`config.mk`:
```
export PLATFORM = sky130hd
export DESIGN_NAME = spectrum_bar_pixel_writer_flat
export DESIGN_NICKNAME = d
export VERILOG_FILES = /design/src/rtl/core/sbpw_pkg.sv /design/src/rtl/core/sbpw_if.sv /design/src/rtl/core/sbpw_front.sv /design/src/rtl/core/sbpw_queue.sv /design/src/rtl/core/sbpw_back.sv /design/src/rtl/core/spectrum_bar_pixel_writer.sv /design/src/flat_wrapper.sv
export SDC_FILE = /design/constraint.sdc
export NUM_CORES = 1
export LEC_CHECK = 0
export BUFFER_PORTS_ARGS = -buffer_cell sky130_fd_sc_hd__buf_4
export CELL_PAD_IN_SITES_DETAIL_PLACEMENT = 2
export CELL_PAD_IN_SITES_GLOBAL_PLACEMENT = 2
export CORE_MARGIN = 3
export CORE_UTILIZATION = 42
export CTS_CLUSTER_SIZE = 14
export DETAILED_ROUTE_END_ITERATION = 10
export PLACE_DENSITY = 0.88
export SLEW_MARGIN = 20
export SYNTH_ARGS = -nofsm -noshare
export SYNTH_HDL_FRONTEND = slang
export SYNTH_HIERARCHICAL = 1
export SYNTH_SLANG_ARGS = --single-unit
```
`constraint.sdc`:
```
create_clock -name clock -period 5.6 [get_ports clock]
set_clock_uncertainty 0.15 [all_clocks]
set_input_delay 0.28 -clock clock [delete_from_list [all_inputs] [get_ports clock]]
set_output_delay 0.28 -clock clock [all_outputs]
set_load 0.02 [all_outputs]
```
`src/rtl/core/sbpw_pkg.sv`:
```
// ----------------------------------------------------------------------------
// sbpw_pkg
// Shared types, constants and the dither function of the spectrum bar
// pixel writer.
// ----------------------------------------------------------------------------
package sbpw_pkg;

   localparam int NUM_BANDS   = 8;
   localparam int BAR_LEN     = 8;
   localparam int RED_STEP    = 16;
   localparam int LEN_SHIFT   = 5;
   localparam int QUEUE_DEPTH = 2;

   localparam logic [7:0] DITHER_MASK = 8'h07;
   localparam logic [3:0] START_COL   = 4'd7;
   localparam logic [3:0] LAST_STEP   = 4'(2 * BAR_LEN - 1);

   typedef struct packed {
      logic       channel;
      logic [2:0] band;
      logic [2:0] len;     // index of the last lit position
      logic [7:0] green;
      logic [7:0] blue;
   } sbpw_entry_type;

   typedef struct packed {
      logic full;
      logic empty;
   } sbpw_qstat_type;

   // s = ((m + (x>>3))*2 + ~(m>>2)) mod 16, d = ((s>>1) + (x>>1)) mod 8
   function automatic logic [7:0] dither(input logic [7:0] x, input logic [7:0] m);
      logic [2:0] lo;
      logic [3:0] s;
      logic [2:0] d;
      lo = m[2:0] + x[5:3];
      s  = {lo, 1'b0} + ~m[5:2];
      d  = s[3:1] + x[3:1];
      return x ^ {5'b0, d};
   endfunction

endpackage

```
`src/rtl/core/sbpw_if.sv`:
```
// ----------------------------------------------------------------------------
// sbpw_if
// Request and response channels of the spectrum bar pixel writer.
// ----------------------------------------------------------------------------
interface sbpw_req_if;
   logic       valid;
   logic       ready;
   logic       channel;
   logic [2:0] band;
   logic [7:0] magnitude;
   logic [7:0] phase;

   modport source(output valid, channel, band, magnitude, phase, input ready);
   modport sink(input valid, channel, band, magnitude, phase, output ready);
endinterface

interface sbpw_rsp_if;
   logic       valid;
   logic       ready;
   logic [3:0] pixel_row;
   logic [3:0] pixel_col;
   logic [7:0] green;
   logic [7:0] red;
   logic [7:0] blue;
   logic       last;

   modport source(output valid, pixel_row, pixel_col, green, red, blue, last,
                  input ready);
   modport sink(input valid, pixel_row, pixel_col, green, red, blue, last,
                output ready);
endinterface

```
`src/rtl/core/sbpw_front.sv`:
```
// ----------------------------------------------------------------------------
// sbpw_front
// Accepts requests, drops out-of-range bands, dithers green and blue through
// the shared dither byte and pushes one bar descriptor into the queue.
// ----------------------------------------------------------------------------
module sbpw_front (
   input  logic                     clock,
   input  logic                     reset,
   sbpw_req_if.sink                 req,
   input  sbpw_pkg::sbpw_qstat_type qstat,
   output logic                     push,
   output sbpw_pkg::sbpw_entry_type entry
);

   logic [7:0] dither_ff;
   logic [7:0] dither_in;
   logic [7:0] green_val;
   logic [7:0] blue_val;
   logic       band_ok;

   assign req.ready = !qstat.full;

   always_comb begin
      green_val = sbpw_pkg::dither(req.magnitude, dither_ff);
      blue_val  = sbpw_pkg::dither(req.phase, green_val);
      band_ok   = int'(req.band) < sbpw_pkg::NUM_BANDS;
      push      = req.valid && req.ready && band_ok;

      entry.channel = req.channel;
      entry.band    = req.band;
      entry.len     = 3'(req.magnitude >> sbpw_pkg::LEN_SHIFT);
      entry.green   = green_val;
      entry.blue    = blue_val;

      // advance the dither byte only for items that draw a bar
      dither_in = push ? blue_val : dither_ff;
   end

   always_ff @(posedge clock) begin
      if (reset) begin
         dither_ff <= 8'd0;
      end else begin
         dither_ff <= dither_in;
      end
   end

endmodule

```
`src/rtl/core/sbpw_queue.sv`:
```
// ----------------------------------------------------------------------------
// sbpw_queue
// Short FIFO of bar descriptors between the front and the back.
// ----------------------------------------------------------------------------
module sbpw_queue (
   input  logic                     clock,
   input  logic                     reset,
   input  logic                     push,
   input  sbpw_pkg::sbpw_entry_type push_entry,
   input  logic                     pop,
   output sbpw_pkg::sbpw_entry_type head,
   output sbpw_pkg::sbpw_qstat_type qstat
);

   localparam int PtrW = (sbpw_pkg::QUEUE_DEPTH > 1) ? $clog2(sbpw_pkg::QUEUE_DEPTH) : 1;
   localparam int CntW = $clog2(sbpw_pkg::QUEUE_DEPTH + 1);
   localparam logic [PtrW-1:0] LastPtr = PtrW'(sbpw_pkg::QUEUE_DEPTH - 1);
   localparam logic [CntW-1:0] Depth   = CntW'(sbpw_pkg::QUEUE_DEPTH);

   sbpw_pkg::sbpw_entry_type slot_ff [sbpw_pkg::QUEUE_DEPTH];
   logic [PtrW-1:0] wr_ptr_ff, wr_ptr_in;
   logic [PtrW-1:0] rd_ptr_ff, rd_ptr_in;
   logic [CntW-1:0] count_ff, count_in;

   always_comb begin
      qstat.full  = count_ff == Depth;
      qstat.empty = count_ff == '0;
      head        = slot_ff[rd_ptr_ff];

      wr_ptr_in = wr_ptr_ff;
      rd_ptr_in = rd_ptr_ff;
      count_in  = count_ff;
      if (push) begin
         wr_ptr_in = (wr_ptr_ff == LastPtr) ? '0 : wr_ptr_ff + 1'b1;
      end
      if (pop) begin
         rd_ptr_in = (rd_ptr_ff == LastPtr) ? '0 : rd_ptr_ff + 1'b1;
      end
      if (push && !pop) begin
         count_in = count_ff + 1'b1;
      end else if (pop && !push) begin
         count_in = count_ff - 1'b1;
      end
   end

   always_ff @(posedge clock) begin
      if (push) begin
         slot_ff[wr_ptr_ff] <= push_entry;
      end
   end

   always_ff @(posedge clock) begin
      if (reset) begin
         wr_ptr_ff <= '0;
         rd_ptr_ff <= '0;
         count_ff  <= '0;
      end else begin
         wr_ptr_ff <= wr_ptr_in;
         rd_ptr_ff <= rd_ptr_in;
         count_ff  <= count_in;
      end
   end

endmodule

```
`src/rtl/core/sbpw_back.sv`:
```
// ----------------------------------------------------------------------------
// sbpw_back
// Walks one bar descriptor through its sixteen pixel writes and holds each
// write in an output register until the sink takes it.
// ----------------------------------------------------------------------------
module sbpw_back (
   input  logic                     clock,
   input  logic                     reset,
   input  sbpw_pkg::sbpw_entry_type head,
   input  sbpw_pkg::sbpw_qstat_type qstat,
   output logic                     pop,
   sbpw_rsp_if.source               rsp
);

   sbpw_pkg::sbpw_entry_type cur_ff, cur_in;
   logic       busy_ff, busy_in;
   logic [3:0] step_ff, step_in;
   logic       valid_ff, valid_in;
   logic [3:0] row_ff, row_in;
   logic [3:0] col_ff, col_in;
   logic [7:0] green_ff, green_in;
   logic [7:0] red_ff, red_in;
   logic [7:0] blue_ff, blue_in;
   logic       last_ff, last_in;

   logic       adv;
   logic       at_last;
   logic [2:0] led;
   logic       dim;

   always_comb begin
      adv     = busy_ff && (!valid_ff || rsp.ready);
      at_last = step_ff == sbpw_pkg::LAST_STEP;
      pop     = !qstat.empty && (!busy_ff || (adv && at_last));

      led = step_ff[3:1];
      dim = led > cur_ff.len;

      cur_in  = cur_ff;
      busy_in = busy_ff;
      step_in = step_ff;
      if (pop) begin
         cur_in  = head;
         busy_in = 1'b1;
         step_in = '0;
      end else if (adv) begin
         step_in = step_ff + 1'b1;
         if (at_last) begin
            busy_in = 1'b0;
         end
      end

      // pixel for the current step; upper row first
      row_in   = {cur_ff.band, step_ff[0]};
      col_in   = cur_ff.channel ? (sbpw_pkg::START_COL + 4'd1 - {1'b0, led})
                                : (sbpw_pkg::START_COL + {1'b0, led});
      green_in = dim ? (cur_ff.green & sbpw_pkg::DITHER_MASK) : cur_ff.green;
      blue_in  = dim ? (cur_ff.blue & sbpw_pkg::DITHER_MASK) : cur_ff.blue;
      red_in   = dim ? 8'd0 : 8'(int'(led) * sbpw_pkg::RED_STEP);
      last_in  = at_last;

      valid_in = valid_ff;
      if (adv) begin
         valid_in = 1'b1;
      end else if (rsp.ready) begin
         valid_in = 1'b0;
      end
   end

   always_ff @(posedge clock) begin
      cur_ff <= cur_in;
      if (adv) begin
         row_ff   <= row_in;
         col_ff   <= col_in;
         green_ff <= green_in;
         red_ff   <= red_in;
         blue_ff  <= blue_in;
         last_ff  <= last_in;
      end
   end

   always_ff @(posedge clock) begin
      if (reset) begin
         busy_ff  <= 1'b0;
         step_ff  <= '0;
         valid_ff <= 1'b0;
      end else begin
         busy_ff  <= busy_in;
         step_ff  <= step_in;
         valid_ff <= valid_in;
      end
   end

   assign rsp.valid     = valid_ff;
   assign rsp.pixel_row = row_ff;
   assign rsp.pixel_col = col_ff;
   assign rsp.green     = green_ff;
   assign rsp.red       = red_ff;
   assign rsp.blue      = blue_ff;
   assign rsp.last      = last_ff;

endmodule

```
`src/rtl/core/spectrum_bar_pixel_writer.sv`:
```
// ----------------------------------------------------------------------------
// spectrum_bar_pixel_writer
// Turns one band snapshot into the sixteen pixel writes of its bar.
// ----------------------------------------------------------------------------
// Usage:
//   req_bus carries channel, band, magnitude and phase; a word moves when
//   valid and ready are both high. Each word yields sixteen words on rsp_bus:
//   the 8 bar positions in order, upper row then lower row, last set on the
//   sixteenth. Bands at or above the band count are dropped with no output.
//   From idle, a taken item passes the FIFO and the descriptor register
//   before its first write. Throughput: one write per cycle while rsp_bus
//   is ready, set by the step counter and the single output register.
//   The front dithers green and blue at acceptance and queues the result in
//   a 2-deep FIFO, so up to two items wait while a bar is being written.
//   When the receiver stalls, the output register holds its word, the step
//   counter stops, the FIFO fills and req_bus.ready then drops.
//   Reset clears the dither byte to zero and empties the FIFO and the
//   output register; no word is pending after reset.
// ----------------------------------------------------------------------------
module spectrum_bar_pixel_writer (
   input  logic       clock,
   input  logic       reset,
   sbpw_req_if.sink   req_bus,
   sbpw_rsp_if.source rsp_bus
);

   logic                     push;
   logic                     pop;
   sbpw_pkg::sbpw_entry_type entry;
   sbpw_pkg::sbpw_entry_type head;
   sbpw_pkg::sbpw_qstat_type qstat;

   sbpw_front u_front (
      .clock (clock),
      .reset (reset),
      .req   (req_bus),
      .qstat (qstat),
      .push  (push),
      .entry (entry)
   );

   sbpw_queue u_queue (
      .clock      (clock),
      .reset      (reset),
      .push       (push),
      .push_entry (entry),
      .pop        (pop),
      .head       (head),
      .qstat      (qstat)
   );

   sbpw_back u_back (
      .clock (clock),
      .reset (reset),
      .head  (head),
      .qstat (qstat),
      .pop   (pop),
      .rsp   (rsp_bus)
   );

   a_pop_not_empty: assert property (@(posedge clock) disable iff (reset)
      pop |-> !qstat.empty)
      else $error("pop from empty queue");

   a_queue_count_sane: assert property (@(posedge clock) disable iff (reset)
      !(qstat.full && qstat.empty))
      else $error("queue both full and empty");

   a_col_range: assert property (@(posedge clock) disable iff (reset)
      rsp_bus.valid |-> (rsp_bus.pixel_col >= 4'd1) && (rsp_bus.pixel_col <= 4'd14))
      else $error("pixel column outside bar area");

   a_no_bubble_in_bar: assert property (@(posedge clock) disable iff (reset)
      rsp_bus.valid && rsp_bus.ready && !rsp_bus.last |=> rsp_bus.valid)
      else $error("gap inside a bar");

endmodule

```
`src/flat_wrapper.sv`:
```
// flat-port wrapper written by rule: the top's interface ports become plain ports
module spectrum_bar_pixel_writer_flat 
  (clock, reset, req_bus_valid, req_bus_channel, req_bus_band, req_bus_magnitude, req_bus_phase, req_bus_ready, rsp_bus_valid, rsp_bus_pixel_row, rsp_bus_pixel_col, rsp_bus_green, rsp_bus_red, rsp_bus_blue, rsp_bus_last, rsp_bus_ready);
  sbpw_req_if req_bus_i ();
  sbpw_rsp_if rsp_bus_i ();
  input  logic clock;
  input  logic reset;
  input wire logic [$bits(req_bus_i.valid)-1:0] req_bus_valid;
  input wire logic [$bits(req_bus_i.channel)-1:0] req_bus_channel;
  input wire logic [$bits(req_bus_i.band)-1:0] req_bus_band;
  input wire logic [$bits(req_bus_i.magnitude)-1:0] req_bus_magnitude;
  input wire logic [$bits(req_bus_i.phase)-1:0] req_bus_phase;
  output wire logic [$bits(req_bus_i.ready)-1:0] req_bus_ready;
  output wire logic [$bits(rsp_bus_i.valid)-1:0] rsp_bus_valid;
  output wire logic [$bits(rsp_bus_i.pixel_row)-1:0] rsp_bus_pixel_row;
  output wire logic [$bits(rsp_bus_i.pixel_col)-1:0] rsp_bus_pixel_col;
  output wire logic [$bits(rsp_bus_i.green)-1:0] rsp_bus_green;
  output wire logic [$bits(rsp_bus_i.red)-1:0] rsp_bus_red;
  output wire logic [$bits(rsp_bus_i.blue)-1:0] rsp_bus_blue;
  output wire logic [$bits(rsp_bus_i.last)-1:0] rsp_bus_last;
  input wire logic [$bits(rsp_bus_i.ready)-1:0] rsp_bus_ready;
  assign req_bus_i.valid = req_bus_valid;
  assign req_bus_i.channel = req_bus_channel;
  assign req_bus_i.band = req_bus_band;
  assign req_bus_i.magnitude = req_bus_magnitude;
  assign req_bus_i.phase = req_bus_phase;
  assign req_bus_ready = req_bus_i.ready;
  assign rsp_bus_valid = rsp_bus_i.valid;
  assign rsp_bus_pixel_row = rsp_bus_i.pixel_row;
  assign rsp_bus_pixel_col = rsp_bus_i.pixel_col;
  assign rsp_bus_green = rsp_bus_i.green;
  assign rsp_bus_red = rsp_bus_i.red;
  assign rsp_bus_blue = rsp_bus_i.blue;
  assign rsp_bus_last = rsp_bus_i.last;
  assign rsp_bus_i.ready = rsp_bus_ready;
  spectrum_bar_pixel_writer u_core (.clock(clock), .reset(reset), .req_bus(req_bus_i), .rsp_bus(rsp_bus_i));
endmodule
```
Word-level counts from Yosys, hierarchy flattened:

Memory sizes are Yosys's and may differ from the RTL's. A register that Yosys moved wholly into a read port is not among the register bits.
Cells that the tools add are included.

* flip-flop bits (word level): 49
* latch bits: 0
* memory bits (writable): 46
* memory bits (read-only): 0
* bits of input ports: 24
* output and inout bits: 35
* logic and storage cells: 70
* memories kept: 1

Memory list
* u_core.u_queue.slot_ff: depth 2, bits a word 23, read ports 1, clocked after memory_dff 1, write ports 1, line sbpw_queue.sv:20 `sbpw_pkg::sbpw_entry_type slot_ff [sbpw_pkg::QUEUE_DEPTH];`

* $add $sub $neg: 13
* multipliers: 0
* div/mod/pow operators: 0
* order comparisons: 1
* eq/ne operators: 2
* shift-type cells: 0
* muxes and demuxes: 12
* bitwise logic cells: 4
* reductions and logical operators: 21

Operators by type and width (count)
* 8-bit by 3-bit bitwise XOR with 8-bit output: 2
* 3-bit adder: 4
* 1-bit two-way mux: 9
* 4-bit adder: 2
* 4-bit NOT: 2
* 2-bit nonzero test: 4
* 1-bit logical AND: 6
* 1-bit logical NOT: 6
* 3-bit by 3-bit adder with 4-bit output, first input constant: 1
* 4-bit by 1-bit adder with 4-bit output, second input constant: 1
* 4-bit == test, second input constant: 1
* 2-bit two-way mux: 2
* 4-bit two-way mux: 1
* 4-bit by 3-bit subtractor with 4-bit output, first input constant: 1
* 3-bit > comparator: 1
* 1-bit adder, second input constant: 2
* 2-bit by 1-bit adder with 2-bit output, second input constant: 1
* 2-bit == test, second input constant: 1
* 2-bit logical NOT: 1
* 1-bit logical OR: 2
* 2-bit AND reduction: 1
* 2-bit OR reduction: 1
* 2-bit by 1-bit subtractor with 2-bit output, second input constant: 1

Depth between registers and ports, before layout:

* depth after elaboration: 9
* depth in mapped cells: 16
* gate-level depth less buffers: 16

By module:

The synthesis kept the hierarchy.

By module, submodules not included
* sbpw_back: instances 1, cells an instance 124, area each 2093.3 µm², sequential area each 1651.6 µm²
* sbpw_queue: instances 1, cells an instance 93, area each 1863.0 µm², sequential area each 1481.4 µm²
* sbpw_front: instances 1, cells an instance 79, area each 769.5 µm², sequential area each 120.1 µm²

Worst setup path before layout:

No wires, ideal clock.

* path kind: register -> register
* start point: register u_core.u_front.dither_ff[0]
* end point: memory u_core/u_queue/slot_ff[0][2] in the netlist's numbering (data pin)
* library setup time: 0.256 ns
* arrival: 4.411 ns
* data required time: 5.194 ns
* slack: 0.783 ns
* stages on the path, launching flop included: 17
* path buffers: 0
* period minus slack after synthesis: 4.817 ns
* cell sequence: dfxtp_1 ha_1 inv_1 fa_1 fa_1 inv_1 fa_1 xor2_1 fa_1 inv_1 fa_1 inv_1 fa_1 xnor2_1 xnor3_1 xnor3_1 inv_1

RTL lines
* start: declaration: line sbpw_front.sv:15 `logic [7:0] dither_ff;`
* start signal: assignment: line sbpw_front.sv:43 `dither_ff <= dither_in;`
* end: declaration: line sbpw_queue.sv:20

==> parameters.txt <==
Parameter                              Value

Outcome
  Status ... complete, no violations

Critical path
  Type of origin of the critical path ... primary input
  Cells along the critical path ... dlygate4sd3_1 -> buf_4 -> ha_1 -> inv_1 -> fa_1 -> fa_1 -> inv_1 -> fa_1 -> xor2_1 -> fa_1 -> inv_1 -> fa_1 -> inv_1 -> fa_1 -> xnor2_2 -> xnor3_1 -> xnor3_1 -> inv_1
  Maximum fanout count along the critical path ... 5
  CP max-delay cell ... sky130_fd_sc_hd__dlygate4sd3_1
  Data arrival time at the worst-slack endpoint ... roughly 5.4 ns
  Kind of end point of the critical path ... register
  Worst Setup Path Type ... in -> reg
  Crit path top cell by count ... sky130_fd_sc_hd__fa_1
  CP max stage delay ... between 0.5 and 0.6 ns
  Req. time, crit path ... between 5 and 6 ns

Floorplan
  Overall die width ... 112 um
  Y dimension of the die ... between 100 and 150 um
  Core region area ... roughly 11,000 um^2
  Die area ... between 10,000 and 15,000 um^2
  I/O pin count ... 59
  Effective utilization at floorplan ... 0.432
  Row count ... 38

Cells and area
  Total area of multi-input combinational cells ... 1230 um^2
  Most frequent cells in the layout ... sky130_fd_sc_hd__edfxtp_1 (97), sky130_fd_sc_hd__buf_4 (55), sky130_fd_sc_hd__mux2_2 (23)
  Fraction of layout cells with a size suffix above 1 ... 0.326
  Number of nets in the final layout ... between 400 and 500
  Final std cells w/o fill ... roughly 510
  Number of filler cells placed in the layout ... 1,004
  Register Area ... around 3300 um^2
  Final cell area excluding filler cells ... ~6000 um^2
  Layout Area Growth over Synthesis ... 25.3%
  Most common cell after layout, fill and taps aside ... sky130_fd_sc_hd__edfxtp_1
  Antenna cells ... 0

STA
  Final Max Tran Viols ... 0
  Number of endpoints with negative hold slack in the final report ... 0
  Least setup slack across all paths after layout ... approximately 0.18 ns
  Total negative setup slack ... 0 ns
  Unrepaired setup endpoints after global routing ... no
  Period minus WS final ... 5.42 ns
  Maximum frequency from static timing analysis ... approximately 0.18 GHz
  Transition time of the tightest slew-check pin ... 0.848 ns
  Slew headroom ... 0.435
  # setup viols final ... 0
  Ratio of final minimum period to clock period ... 0.968

GRT
  First-pass GRT wire length ... ~18,000 um
  Global-route track usage on met3 ... 0.0404
  Maximum number of pins on one net before global-route repair ... 29
  Number of global-route vias before repair ... ~2,900
  Overall fraction of global-route tracks in use ... 0.197
  Most crowded layer after global routing ... met2
  Initial antenna violation count ... 0
  Total grt overflow ... 0
  Met1 global-route usage ... 0.229
  Global-route met2 utilization ... 0.366

Place
  Global placer's final weighted congestion ... ~0.79
  Pre-CTS setup slack ... approximately 0.24 ns
  Number of cells after detailed placement ... about 470
  Post-place instance area ... approximately 5100 um^2
  Count of buffers from port buffering ... 53
  Estimated wirelength of the detail-placed design ... between 6000 and 7000 um

Drt
  DRC errors left ... 0
  Via density ... 4.86
  Post-route ant nets ... 0
  Drt wl/cell ... 22.6 um
  Routed via count ... approximately 2,500
  Wire length reported by the detailed router ... between 10,000 and 15,000 um
  Initial detailed-routing violation count ... between 100 and 150
  Number of iterations in the first detailed-routing pass ... 5

Clocking
  Deepest level of the CTS H-tree ... 4
  Buffer cell driving the clock tree root ... sky130_fd_sc_hd__clkbuf_16
  TritonCTS clock tree ... done
  Maximum buffer depth of the clock tree ... 2
  CTS buffer count ... 17
  Number of sinks driven by the clock tree ... 114
  Clock transition at the registers of the reported paths ... 0.06 ns
  Post-CTS Setup Repair Bufs ... 0
  Worst skew pair latency ... ~0.41 ns

Synthesis
  Number of different library cells in the post-synthesis netlist ... 33
  Syn avg cell area ... approximately 16 um^2
  Count of mapped cells out of synthesis ... 296
  Sequential-to-total area share from yosys stat ... 0.688
  Summed instance area of the synthesized netlist ... 4730 um^2
  Synthesis-stage register bit count ... roughly 110
  Warnings, synthesis ... 6

Flow run
  Count of max-cap constraint violations ... 0

Power and ir drop
  Power Density ... 630 nW/um^2
  Overall power after layout ... 3.73 mW
  Leakage Power ... approximately 2.3 nW
  Largest vdd supply drop ... 0.000306 V

Worst hold path
  Worst hold-check path type ... in -> reg
## per-stage QoR
step | hold WS (ns) | utilization
6_report | 0.0267 | 0.541
5_1_grt | 0.0230 | 0.541
4_1_cts | 0.0164 | 0.540
3_5_place_dp | 0.257 | 0.470
3_3_place_gp | 0.253 | 0.470
2_1_floorplan | 0.195 | -
## worst paths after layout
kind | startpoint | slack, ns | depth (start not counted) | endpoint
max | req_bus_magnitude[3] | 0.18 | 18 | u_core/u_queue/slot_ff[0][2]
min | reset | 0.03 | 2 | u_core/u_front/dither_ff[2]
max reg2reg | u_core/u_front/dither_ff[0] | 0.44 | 16 | u_core/u_queue/slot_ff[0][2]
min reg2reg | u_core/u_back/cur_ff[20] | 0.27 | 0 | u_core/u_back/rsp.pixel_row[2]
## state kept, by name, summed over array words and instances (netlist names), named ones only
signal / flops
u_core/u_back/busy_ff: 1
u_core/u_back/cur_ff: 23
u_core/u_back/rsp.blue: 8
u_core/u_back/rsp.green: 8
u_core/u_back/rsp.last: 1
u_core/u_back/rsp.pixel_col: 4
u_core/u_back/rsp.pixel_row: 4
u_core/u_back/rsp.red: 3
u_core/u_back/rsp.valid: 1
u_core/u_back/step_ff: 4
u_core/u_front/dither_ff: 6
u_core/u_queue/count_ff: 2
u_core/u_queue/rd_ptr_ff: 1
u_core/u_queue/slot_ff: 46
u_core/u_queue/wr_ptr_ff: 1
## per-layer routing
layer,share of wire,vias to the layer above
met2,0.56,52
met3,0.028,10
met1,0.40,1290
met5,0,-
li1,-,1145
met4,0.0082,0
## cell usage after synthesis
cell                       count  area share
sky130_fd_sc_hd__and3_1        1      0.0013
sky130_fd_sc_hd__a32oi_2       1      0.0034
sky130_fd_sc_hd__conb_1        1     0.00079
sky130_fd_sc_hd__edfxtp_1     97        0.62
sky130_fd_sc_hd__nor2b_1      14       0.019
sky130_fd_sc_hd__dfxtp_1      17       0.072
sky130_fd_sc_hd__nand2_1       5      0.0040
sky130_fd_sc_hd__buf_4        24       0.038
sky130_fd_sc_hd__clkbuf_1      1     0.00079
sky130_fd_sc_hd__o21ai_0       2      0.0021
sky130_fd_sc_hd__a211oi_2      1      0.0026
sky130_fd_sc_hd__xnor3_1       3       0.014
sky130_fd_sc_hd__nand2b_1      1      0.0013
sky130_fd_sc_hd__mux2i_1       3      0.0064
sky130_fd_sc_hd__and2_1        1      0.0013
sky130_fd_sc_hd__nand3_1       2      0.0021
sky130_fd_sc_hd__fa_1          6       0.025
sky130_fd_sc_hd__o21ai_1       1      0.0011
sky130_fd_sc_hd__and2b_2       1      0.0019
sky130_fd_sc_hd__nand4_1       1      0.0013
sky130_fd_sc_hd__xnor2_2       1      0.0034
sky130_fd_sc_hd__inv_1        20       0.016
sky130_fd_sc_hd__mux2_2       23       0.055
sky130_fd_sc_hd__nor2_1       20       0.016
sky130_fd_sc_hd__ha_1         14       0.037
sky130_fd_sc_hd__o21ai_2       1      0.0019
sky130_fd_sc_hd__buf_2         1      0.0011
sky130_fd_sc_hd__nor3_1        1      0.0011
sky130_fd_sc_hd__xor2_1       10       0.019
sky130_fd_sc_hd__or3_1         1      0.0013
sky130_fd_sc_hd__xnor2_1      13       0.024
sky130_fd_sc_hd__buf_6         1      0.0024
sky130_fd_sc_hd__a21oi_1       7      0.0074
## repair_timing
item,in CTS,in global routing
hold buffers,14,0
endpoints found under the setup margin,0,2
endpoints found under the hold margin,34,0
resized for setup,0,1
## area by class of cell
class / instances / share of cell area
clock inverter: 15 / 0.0351
timing repair buffer: 69 / 0.0934
multi-input combinational: 139 / 0.208
inverter: 20 / 0.0127
tap: 140 / 0.0296
clock buffer: 17 / 0.0719
sequential: 114 / 0.550
## critical path, delay by kind of cell
| kind | cells | cell delay, ns |
|---|---|---|
| xor+xnor | 4 | 1.00 |
| buf+inv | 7 | 1.04 |
| fa+ha+maj | 7 | 3.11 |
## power breakdown
part / internal (mW) / switching, mW
logic: 0.483 / 0.649
clock network: 0.749 / 0.411
registers: 1.31 / 0.125
## cells by family after synthesis
family,count (synthesis),synth area share
flip-flops,114,0.688
AO/OA/AOI/OAI,13,0.0185
buffers and inverters,47,0.0582
other,1,0.000794
multiplexers,26,0.0612
adder cells (fa/ha/maj),20,0.0625
AND/OR/NAND/NOR,48,0.0500
XOR/XNOR,27,0.0604
(Power assumes the default switching activity.)
